File: src/rtl/sha1_pkg.sv
// Shared types and constants of the SHA-1 digest core.
package sha1_pkg;

  localparam int ROUNDS  = 80;
  localparam int ROUND_W = 7;

  localparam logic [31:0] K0 = 32'h5a827999;
  localparam logic [31:0] K1 = 32'h6ed9eba1;
  localparam logic [31:0] K2 = 32'h8f1bbcdc;
  localparam logic [31:0] K3 = 32'hca62c1d6;

  localparam logic [4:0][31:0] H_INIT = {
    32'hc3d2e1f0, 32'h10325476, 32'h98badcfe, 32'hefcdab89, 32'h67452301
  };

  localparam logic [7:0] PAD_BYTE = 8'h80;

  // working variables a..e of the compression
  typedef struct packed {
    logic [31:0] a;
    logic [31:0] b;
    logic [31:0] c;
    logic [31:0] d;
    logic [31:0] e;
  } vars_t;

endpackage

File: src/rtl/sha1_round.sv
// One SHA-1 round and one step of the rolling message schedule.
module sha1_round
  import sha1_pkg::*;
(
  input  vars_t              v,
  input  logic [ROUND_W-1:0] rnd,
  input  logic [511:0]       sched,
  output vars_t              v_next,
  output logic [31:0]        w_new
);

  logic [31:0] w0, w2, w8, w13, wx, f, k, tmp;

  // sched holds W[t] in the top word, W[t+15] in the bottom word
  assign w0  = sched[511:480];
  assign w2  = sched[447:416];
  assign w8  = sched[255:224];
  assign w13 = sched[95:64];
  assign wx  = w13 ^ w8 ^ w2 ^ w0;
  assign w_new = {wx[30:0], wx[31]};

  always_comb begin
    if (rnd < ROUND_W'(20)) begin
      f = (v.b & v.c) | (~v.b & v.d);
      k = K0;
    end else if (rnd < ROUND_W'(40)) begin
      f = v.b ^ v.c ^ v.d;
      k = K1;
    end else if (rnd < ROUND_W'(60)) begin
      f = (v.b & v.c) | (v.b & v.d) | (v.c & v.d);
      k = K2;
    end else begin
      f = v.b ^ v.c ^ v.d;
      k = K3;
    end
  end

  assign tmp = {v.a[26:0], v.a[31:27]} + f + v.e + k + w0;

  always_comb begin
    v_next.a = tmp;
    v_next.b = v.a;
    v_next.c = {v.b[1:0], v.b[31:2]};
    v_next.d = v.c;
    v_next.e = v.d;
  end

endmodule

File: src/rtl/sha1_message_digest_core.sv
// Top level of the streaming SHA-1 digest core: byte intake, padding and round sequencer.
//
// Streaming SHA-1 hasher. Each input transfer carries at most one message byte
// (byte_valid) and may end the message (last_item); an end transfer with no byte
// is allowed, so the empty message works. Every 64th byte starts a compression:
// the 80 rounds run in turn on the single shared round unit, and then the round
// variables are added into the chaining words in S_ADD. in_ready is low while a
// compression or the padding runs, and while S_DONE waits for the output
// register. After the last transfer the core pushes the 0x80 byte, zero bytes
// and the 64-bit big-endian bit length one byte per cycle while no compression
// runs (with a step that pushes no byte as the zeros give way to the length),
// which adds 9 to 72 bytes and one or two compressions. The digest then lands
// in an output register (digest_w0 .. digest_w4, w0 first; w0:w1 is the 64-bit
// short form) and the core returns to the initial chaining values, so new
// message bytes are taken while the digest waits for out_ready. The message
// buffer is a 512-bit shift line that also serves as the rolling schedule
// during the rounds. The byte count wraps modulo 2^64.
module sha1_message_digest_core
  import sha1_pkg::*;
(
  input  logic        clk,
  input  logic        rst,
  input  logic        in_valid,
  output logic        in_ready,
  input  logic [7:0]  data_byte,
  input  logic        byte_valid,
  input  logic        last_item,
  output logic        out_valid,
  input  logic        out_ready,
  output logic [31:0] digest_w0,
  output logic [31:0] digest_w1,
  output logic [31:0] digest_w2,
  output logic [31:0] digest_w3,
  output logic [31:0] digest_w4
);

  typedef enum logic [2:0] {
    S_IDLE,
    S_PAD,
    S_ROUND,
    S_ADD,
    S_DONE
  } state_t;

  typedef enum logic [1:0] {
    P_MARK,
    P_ZERO,
    P_LEN
  } phase_t;

  state_t             state;
  phase_t             phase;
  logic [4:0][31:0]   chain;
  logic [63:0]        len;
  logic [63:0]        len_next;
  logic [63:0]        bitlen;
  logic [2:0]         idx;
  logic               padding;
  logic               pad_done;
  logic [511:0]       msg;
  vars_t              vars;
  vars_t              vars_next;
  logic [31:0]        w_new;
  logic [ROUND_W-1:0] rnd;
  logic [4:0][31:0]   digest;

  logic       in_fire;
  logic       push_en;
  logic [7:0] push_byte;
  logic       block_full;

  assign in_ready = (state == S_IDLE);
  assign in_fire  = in_valid && in_ready;

  assign digest_w0 = digest[0];
  assign digest_w1 = digest[1];
  assign digest_w2 = digest[2];
  assign digest_w3 = digest[3];
  assign digest_w4 = digest[4];

  // byte source for the buffer: message bytes when idle, pad bytes in S_PAD, none otherwise
  always_comb begin
    push_en   = 1'b0;
    push_byte = data_byte;
    case (state)
      S_IDLE: begin
        push_en = in_fire && byte_valid;
      end
      S_PAD: begin
        case (phase)
          P_MARK: begin
            push_en   = 1'b1;
            push_byte = PAD_BYTE;
          end
          P_ZERO: begin
            push_en   = (len[5:0] != 6'd56);
            push_byte = 8'h00;
          end
          P_LEN: begin
            push_en   = 1'b1;
            push_byte = bitlen[63:56];
          end
          default: begin
            push_en = 1'b0;
          end
        endcase
      end
      default: begin
        push_en = 1'b0;
      end
    endcase
  end

  assign len_next   = len + 64'd1;
  assign block_full = push_en && (len_next[5:0] == 6'd0);

  sha1_round u_round (
    .v      (vars),
    .rnd    (rnd),
    .sched  (msg),
    .v_next (vars_next),
    .w_new  (w_new)
  );

  always_ff @(posedge clk) begin
    if (rst) begin
      state     <= S_IDLE;
      phase     <= P_MARK;
      chain     <= H_INIT;
      len       <= 64'd0;
      idx       <= 3'd0;
      padding   <= 1'b0;
      pad_done  <= 1'b0;
      out_valid <= 1'b0;
      rnd       <= '0;
    end else begin
      // S_DONE reloads the output register itself
      if (out_valid && out_ready && (state != S_DONE)) begin
        out_valid <= 1'b0;
      end

      if (push_en) begin
        msg <= {msg[503:0], push_byte};
        len <= len_next;
      end

      // a filled block starts the rounds from the current chaining words
      if (block_full) begin
        vars.a <= chain[0];
        vars.b <= chain[1];
        vars.c <= chain[2];
        vars.d <= chain[3];
        vars.e <= chain[4];
        rnd    <= '0;
      end

      case (state)
        S_IDLE: begin
          if (in_fire) begin
            if (last_item) begin
              padding  <= 1'b1;
              pad_done <= 1'b0;
              phase    <= P_MARK;
            end
            if (block_full) begin
              state <= S_ROUND;
            end else if (last_item) begin
              state <= S_PAD;
            end
          end
        end
        S_PAD: begin
          case (phase)
            P_MARK: begin
              bitlen <= {len[60:0], 3'b000};
              phase  <= P_ZERO;
            end
            P_ZERO: begin
              if (len[5:0] == 6'd56) begin
                phase <= P_LEN;
                idx   <= 3'd0;
              end
            end
            P_LEN: begin
              bitlen <= {bitlen[55:0], 8'h00};
              idx    <= idx + 3'd1;
              if (idx == 3'd7) begin
                pad_done <= 1'b1;
              end
            end
            default: begin
              phase <= P_MARK;
            end
          endcase
          if (block_full) begin
            state <= S_ROUND;
          end
        end
        S_ROUND: begin
          vars <= vars_next;
          msg  <= {msg[479:0], w_new};
          rnd  <= rnd + ROUND_W'(1);
          if (rnd == ROUND_W'(ROUNDS - 1)) begin
            state <= S_ADD;
          end
        end
        S_ADD: begin
          chain[0] <= chain[0] + vars.a;
          chain[1] <= chain[1] + vars.b;
          chain[2] <= chain[2] + vars.c;
          chain[3] <= chain[3] + vars.d;
          chain[4] <= chain[4] + vars.e;
          if (pad_done) begin
            state <= S_DONE;
          end else if (padding) begin
            state <= S_PAD;
          end else begin
            state <= S_IDLE;
          end
        end
        S_DONE: begin
          // wait for the output register to free up
          if (!out_valid || out_ready) begin
            digest    <= chain;
            out_valid <= 1'b1;
            chain     <= H_INIT;
            len       <= 64'd0;
            padding   <= 1'b0;
            pad_done  <= 1'b0;
            state     <= S_IDLE;
          end
        end
        default: begin
          state <= S_IDLE;
        end
      endcase
    end
  end

endmodule
File: config.mk
export PLATFORM = sky130hd
export DESIGN_NAME = sha1_message_digest_core
export DESIGN_NICKNAME = d
export VERILOG_FILES = /design/src/rtl/sha1_pkg.sv /design/src/rtl/sha1_round.sv /design/src/rtl/sha1_message_digest_core.sv
export SDC_FILE = /design/constraint.sdc
export NUM_CORES = 2
export LEC_CHECK = 0
export ABC_AREA = 0
export BUFFER_PORTS_ARGS = -buffer_cell sky130_fd_sc_hd__buf_2
export CORE_ASPECT_RATIO = 1.4
export CORE_MARGIN = 1
export CORE_UTILIZATION = 45
export CTS_CLUSTER_DIAMETER = 100
export DETAILED_ROUTE_END_ITERATION = 8
export PLACE_DENSITY = 0.68
export SETUP_SLACK_MARGIN = 0.2
export SYNTH_ARGS = -nofsm -noshare
export SYNTH_HDL_FRONTEND = slang
export SYNTH_SLANG_ARGS = --single-unit
File: constraint.sdc
create_clock -name clk -period 27.8 [get_ports clk]
set_clock_uncertainty 0.15 [all_clocks]
set_input_delay 4.17 -clock clk [delete_from_list [all_inputs] [get_ports clk]]
set_output_delay 4.17 -clock clk [all_outputs]
set_load 0.02 [all_outputs]
# After elaboration in Yosys (flattened, before gate mapping)
# Cells that the tools add are included.
[word_totals]
register_bits = 1138
inputBits = 14
out_inout_bits = 162
wordCells = 155
[op_classes]
n_addsub = 12
order_cmp = 3
n_eq_ne = 22
n_mux = 50
bitwise_logic = 14
reduce_logical = 29
[ops]
columns = ["op", "count"]
rows = [
  ["512-bit two-way mux", 2],
  ["160-bit two-way mux", 3],
  ["160-bit one-hot mux with 2 select lines", 1],
  ["32-bit adder", 9],
  ["64-bit two-way mux", 3],
  ["32-bit two-way mux", 5],
  ["32-bit XOR", 5],
  ["32-bit AND", 4],
  ["64-bit one-hot mux with 2 select lines", 1],
  ["32-bit OR", 3],
  ["64-bit by 1-bit adder with 64-bit output, second input constant", 1],
  ["32-bit NOT", 1],
  ["31-bit two-way mux", 1],
  ["3-bit two-way mux", 8],
  ["8-bit one-hot mux with 3 select lines", 1],
  ["3-bit one-hot mux with 5 select lines", 1],
  ["7-bit by 6-bit less-than comparator with 1-bit output, second input constant", 2],
  ["7-bit two-way mux", 2],
  ["2-bit nonzero test", 7],
  ["2-bit inequality test, second input constant", 6],
  ["1-bit two-way mux", 11],
  ["5-bit AND reduction", 2],
  ["3-bit AND reduction", 3],
  ["8-bit two-way mux", 1],
  ["32 further kinds", 47],
]

# Depth between registers and ports, before layout
[logic_depth]
ltp_word = 11
depth_mapped = 25
mapped_depth_nobuf = 22

# Hierarchy
# A second synthesis with hierarchy kept.
[hier_totals]
hier_cells = 6189
hier_area_um2 = 59519.6
[modules_own_cells]
columns = ["module", "instances", "cells_per_inst", "area_each_um2", "seq_area_each_um2"]
rows = [
  ["sha1_message_digest_core", 1, 5301, 52062.4, 31600.3],
  ["sha1_round", 1, 888, 7457.2, 0.0],
]

# Worst setup path after synthesis
# No wires, ideal clock.
[synth_path]
path_kind = "input port to flip-flop"
start = "input rst"
end = "register msg[0] (enable)"
setup_ps = 1398
arrival_time_ps = 25973
t_required_ps = 26252
slack_ps = 279
cell_stages = 4
n_path_buf = 3
path_cell_list = "clkbuf_1 clkbuf_1 clkbuf_1 nor2_1"
[synth_via]
elab_chain_cells = 2
[synth_lines]
columns = ["item", "line", "source"]
rows = [
  ["start: declaration", "sha1_message_digest_core.sv:22", "input logic rst,"],
  ["1-bit NOT (no line)", "n/a", ""],
  ["2-bit AND reduction (no line)", "n/a", ""],
  ["end signal: assignment", "sha1_message_digest_core.sv:143", "msg <= {msg[503:0], push_byte};"],
  ["end signal: assignment", "sha1_message_digest_core.sv:201", "msg <= {msg[479:0], w_new};"],
  ["end: declaration", "sha1_message_digest_core.sv:60", "logic [511:0] msg;"],
]
# No other way between the ends.
# A chain may end at the register's enable or synchronous reset.

# Final worst setup path
[layout_path]
start = "input in_valid"
end = "register msg[229] (enable)"
[layout_via]
elab_chain_cells = 5
[layout_lines]
columns = ["item", "line", "source"]
rows = [
  ["start: declaration", "sha1_message_digest_core.sv:23", "input logic in_valid,"],
  ["1-bit logical AND", "sha1_message_digest_core.sv:73", "assign in_fire = in_valid && in_ready;"],
  ["1-bit logical AND", "sha1_message_digest_core.sv:87", "push_en = in_fire && byte_valid;"],
  ["1-bit one-hot mux with 2 select lines", "sha1_message_digest_core.sv:85", "case (state)"],
  ["2-bit nonzero test (no line)", "n/a", ""],
  ["2-bit AND reduction (no line)", "n/a", ""],
]
# No other way between the ends.

==> results.json <==
{
  "outcome": "finished clean",
  "coreArea_sq_um": 128000,
  "tns_ps": 0,
  "htreeDepth": 3,
  "cts_tree": "yes",
  "post_cts_buffers": 0,
  "synth-edff-count": 893,
  "syn_area_per_cell_sq_um": 9.93,
  "ctsLongestPathBuffers": 3,
  "path_cells": "buf_2 > a21oi_1 > nor3_4 > nor2_1 > nor2_4 > buf_4 > buf_12 > buf_12",
  "wirelength_microns": 147000,
  "postSynthCellCount": 5855,
  "layout_commonest_cell": "nand2_1",
  "cellLeakagePower_uw": 0.0262,
  "drive_gt1_share_pct": 8.04,
  "path_clk_slew_ps": 60,
  "synth_area_sq_um": 58100,
  "setup_slack_ps": 20400,
  "route.detailed.drc": 0,
  "cts_resized": 0,
  "wl_per_cell_microns": 19.1,
  "gr-total-overflow": 0,
  "io_pins": 176,
  "synth_nets": 6193,
  "drt_pre_antenna_iters": 6,
  "grt_max_degree": 266,
  "start_kind": "primary input",
  "start_util_pct": 45.5,
  "post-place-ws_ps": 19710,
  "drt_iter0_markers": 3627,
  "worst_pin_slew_ps": 1200,
  "drv_cap": 0,
  "critPathBufInv": 4,
  "hp-class": "register to register",
  "cts_buffers": 110,
  "slowest_delay_ps": 710,
  "slowest_stage": "buf_12",
  "critical_path_class": "primary input to register",
  "clock-sinks": 1132,
  "vias_per_cell": 5.40,
  "drv_slew": 0,
  "ys_ff_latch": 1132,
  "hold_viol": 0,
  "setup-violations-final": 0,
  "path_max_fanout": 198,
  "power_density_nw_per_um2": 57.0,
  "grt_pass1_wl_microns": 229000,
  "track_usage_pct": 22.4,
  "slew_headroom_pct": 20.0,
  "sequentialPowerShare_pct": 52.1,
  "fin_nets": 6278,
  "ys_warn_count": 0,
  "ir_drop_uv": 54.5,
  "ant_nets": 0,
  "die_y_microns": 427,
  "ctsHoldBuffers": 0,
  "switching_power_uw": 841,
  "final_cell_mix": "nand2_1 (1,907), edfxtp_1 (893), nor2_1 (303)",
  "period_needed_ps": 7400,
  "yosysSeqAreaShare_pct": 54.4,
  "dominantRegCellSynth": "edfxtp_1",
  "rsz0062_at_grt": "false",
  "period_share_pct": 26.6,
  "comb_power_share_pct": 6.0,
  "worstPathRequired_ps": 27980,
  "p_int_uw": 2820,
  "hpwl_microns": 101000,
  "port_buffers": 175,
  "clock_latency_ps": 750,
  "first_global_vias": 41100,
  "arrival_ps": 7580,
  "pwr-share-clk_pct": 41.9,
  "critPathTopFamily": "buffers and inverters",
  "areaGrowthSynthToFinish_pct": 10.6,
  "ctsRootBufferMaster": "clkbuf_16",
  "fp-row-count": 155,
  "critPathCaptureType": "register",
  "fmax_ghz": 0.135,
  "async_flop_share_pct": 0,
  "num_vias": 41500,
  "die_w_microns": 306,
  "antenna_found_initial": 4,
  "switching_share_pct": 23.0,
  "synthDistinctLibCells": 79,
  "fin_util_pct": 50.3,
  "die_area_sq_um": 131000,
  "gp_congestion": 0.933,
  "path_common_cell": "buf_12"
}
## cell usage after synthesis (47+ instances only)
library cell  count  area share, %
nand2_1        1909             12
nand2b_1         51           0.55
o21ai_0         254            2.2
mux2_2           50           0.97
dfxtp_1         239            8.2
ha_1            207            4.5
a21oi_1         278            2.4
fa_1            117            4.0
a21o_1           80            1.0
nor2_1          309            2.0
inv_1           292            1.9
edfxtp_1        893             46
nand3_1          76           0.65
xor2_1          102            1.5
clkbuf_1        230            1.5
nor3_1           47           0.40
xnor2_1         207            3.1
## worst paths after layout
check	startpoint	to	slack (ps)	cells past startpoint
worst max-delay path	in_valid	msg[229]	20400	8
worst min-delay path	idx[2]	idx[2]	310	2
worst max register to register	rnd[4]	vars[159]	20860	25
worst min register to register	idx[2]	idx[2]	310	2
## stage by stage
step           instance area (sq um)  std cells  total power [uW]  hold slack [ps]
2_1_floorplan                  58100       5855              2130              282
3_3_place_gp                   60600       7476              2160              292
3_5_place_dp                   60600       7476              2160              301
4_1_cts                        64300       7683              3690              309
5_1_grt                        64300       7684              3780              328
6_report                       64300       7684              3660              310
## flip-flops by register name, summed over array words and instances, names as in the netlist
signal and flops:
bitlen 61, chain 160, digest_w0 32, digest_w1 32, digest_w2 32, digest_w3 32, digest_w4 32, idx 3
len 61, msg 512, out_valid 1, pad_done 1, padding 1, phase 2, rnd 7, state 3
vars 160
## routing by layer
layer | wire (microns) | share of wire, % | global-route usage (%) | up-vias
met5 | 0 | 0 | 0 | -
met4 | 6620 | 4.5 | 10.4 | 0
met3 | 6830 | 4.7 | 2.48 | 269
met2 | 73300 | 50 | 39.6 | 1090
met1 | 60100 | 41 | 27.5 | 20000
li1 | - | - | - | 20100
## worst register-to-register path: cells and delay by family, from the launching register on
kind / cells / cell delay (ps)
DFF: 1 / 380
AOI/OAI and AO/OA: 10 / 2590
xor gates and xnor gates: 1 / 150
adders and majority gates: 3 / 1050
and+or+nand+nor: 5 / 1280
buffers and inverters: 6 / 1060
## power by group through the flow
stage	clock network, uW	logic [uW]	registers [uW]
after global placement	0	216	1940
after global routing	1620	247	1910
after CTS	1560	221	1910
final	1540	219	1910
after detailed placement	0	219	1940
after floorplan	0	164	1970
## layout make-up
class / instances / area [sq um]
inverter: 293 / 1100
tap: 1648 / 2060
clock inverter: 64 / 669
antenna: 1 / 2.50
sequential: 1132 / 31600
fill: 11400 / 63500
timing repair buffer: 215 / 1270
clock buffer: 143 / 3000
multi-input combinational: 4188 / 24600
## cells by family (layout without fill, tap and decap cells)
| family | after synthesis | after routing | synth area share (%) |
|---|---|---|---|
| fa+ha+maj | 324 | 324 | 8.48 |
| other cells | 0 | 1 | 0 |
| xor+xnor | 309 | 309 | 4.66 |
| simple gates | 2573 | 2573 | 18.0 |
| mux | 84 | 84 | 1.55 |
| buf+inv | 535 | 715 | 3.46 |
| flops | 1132 | 1132 | 54.4 |
| compound gates | 898 | 898 | 9.47 |
Power figures use the tool's default switching activity.
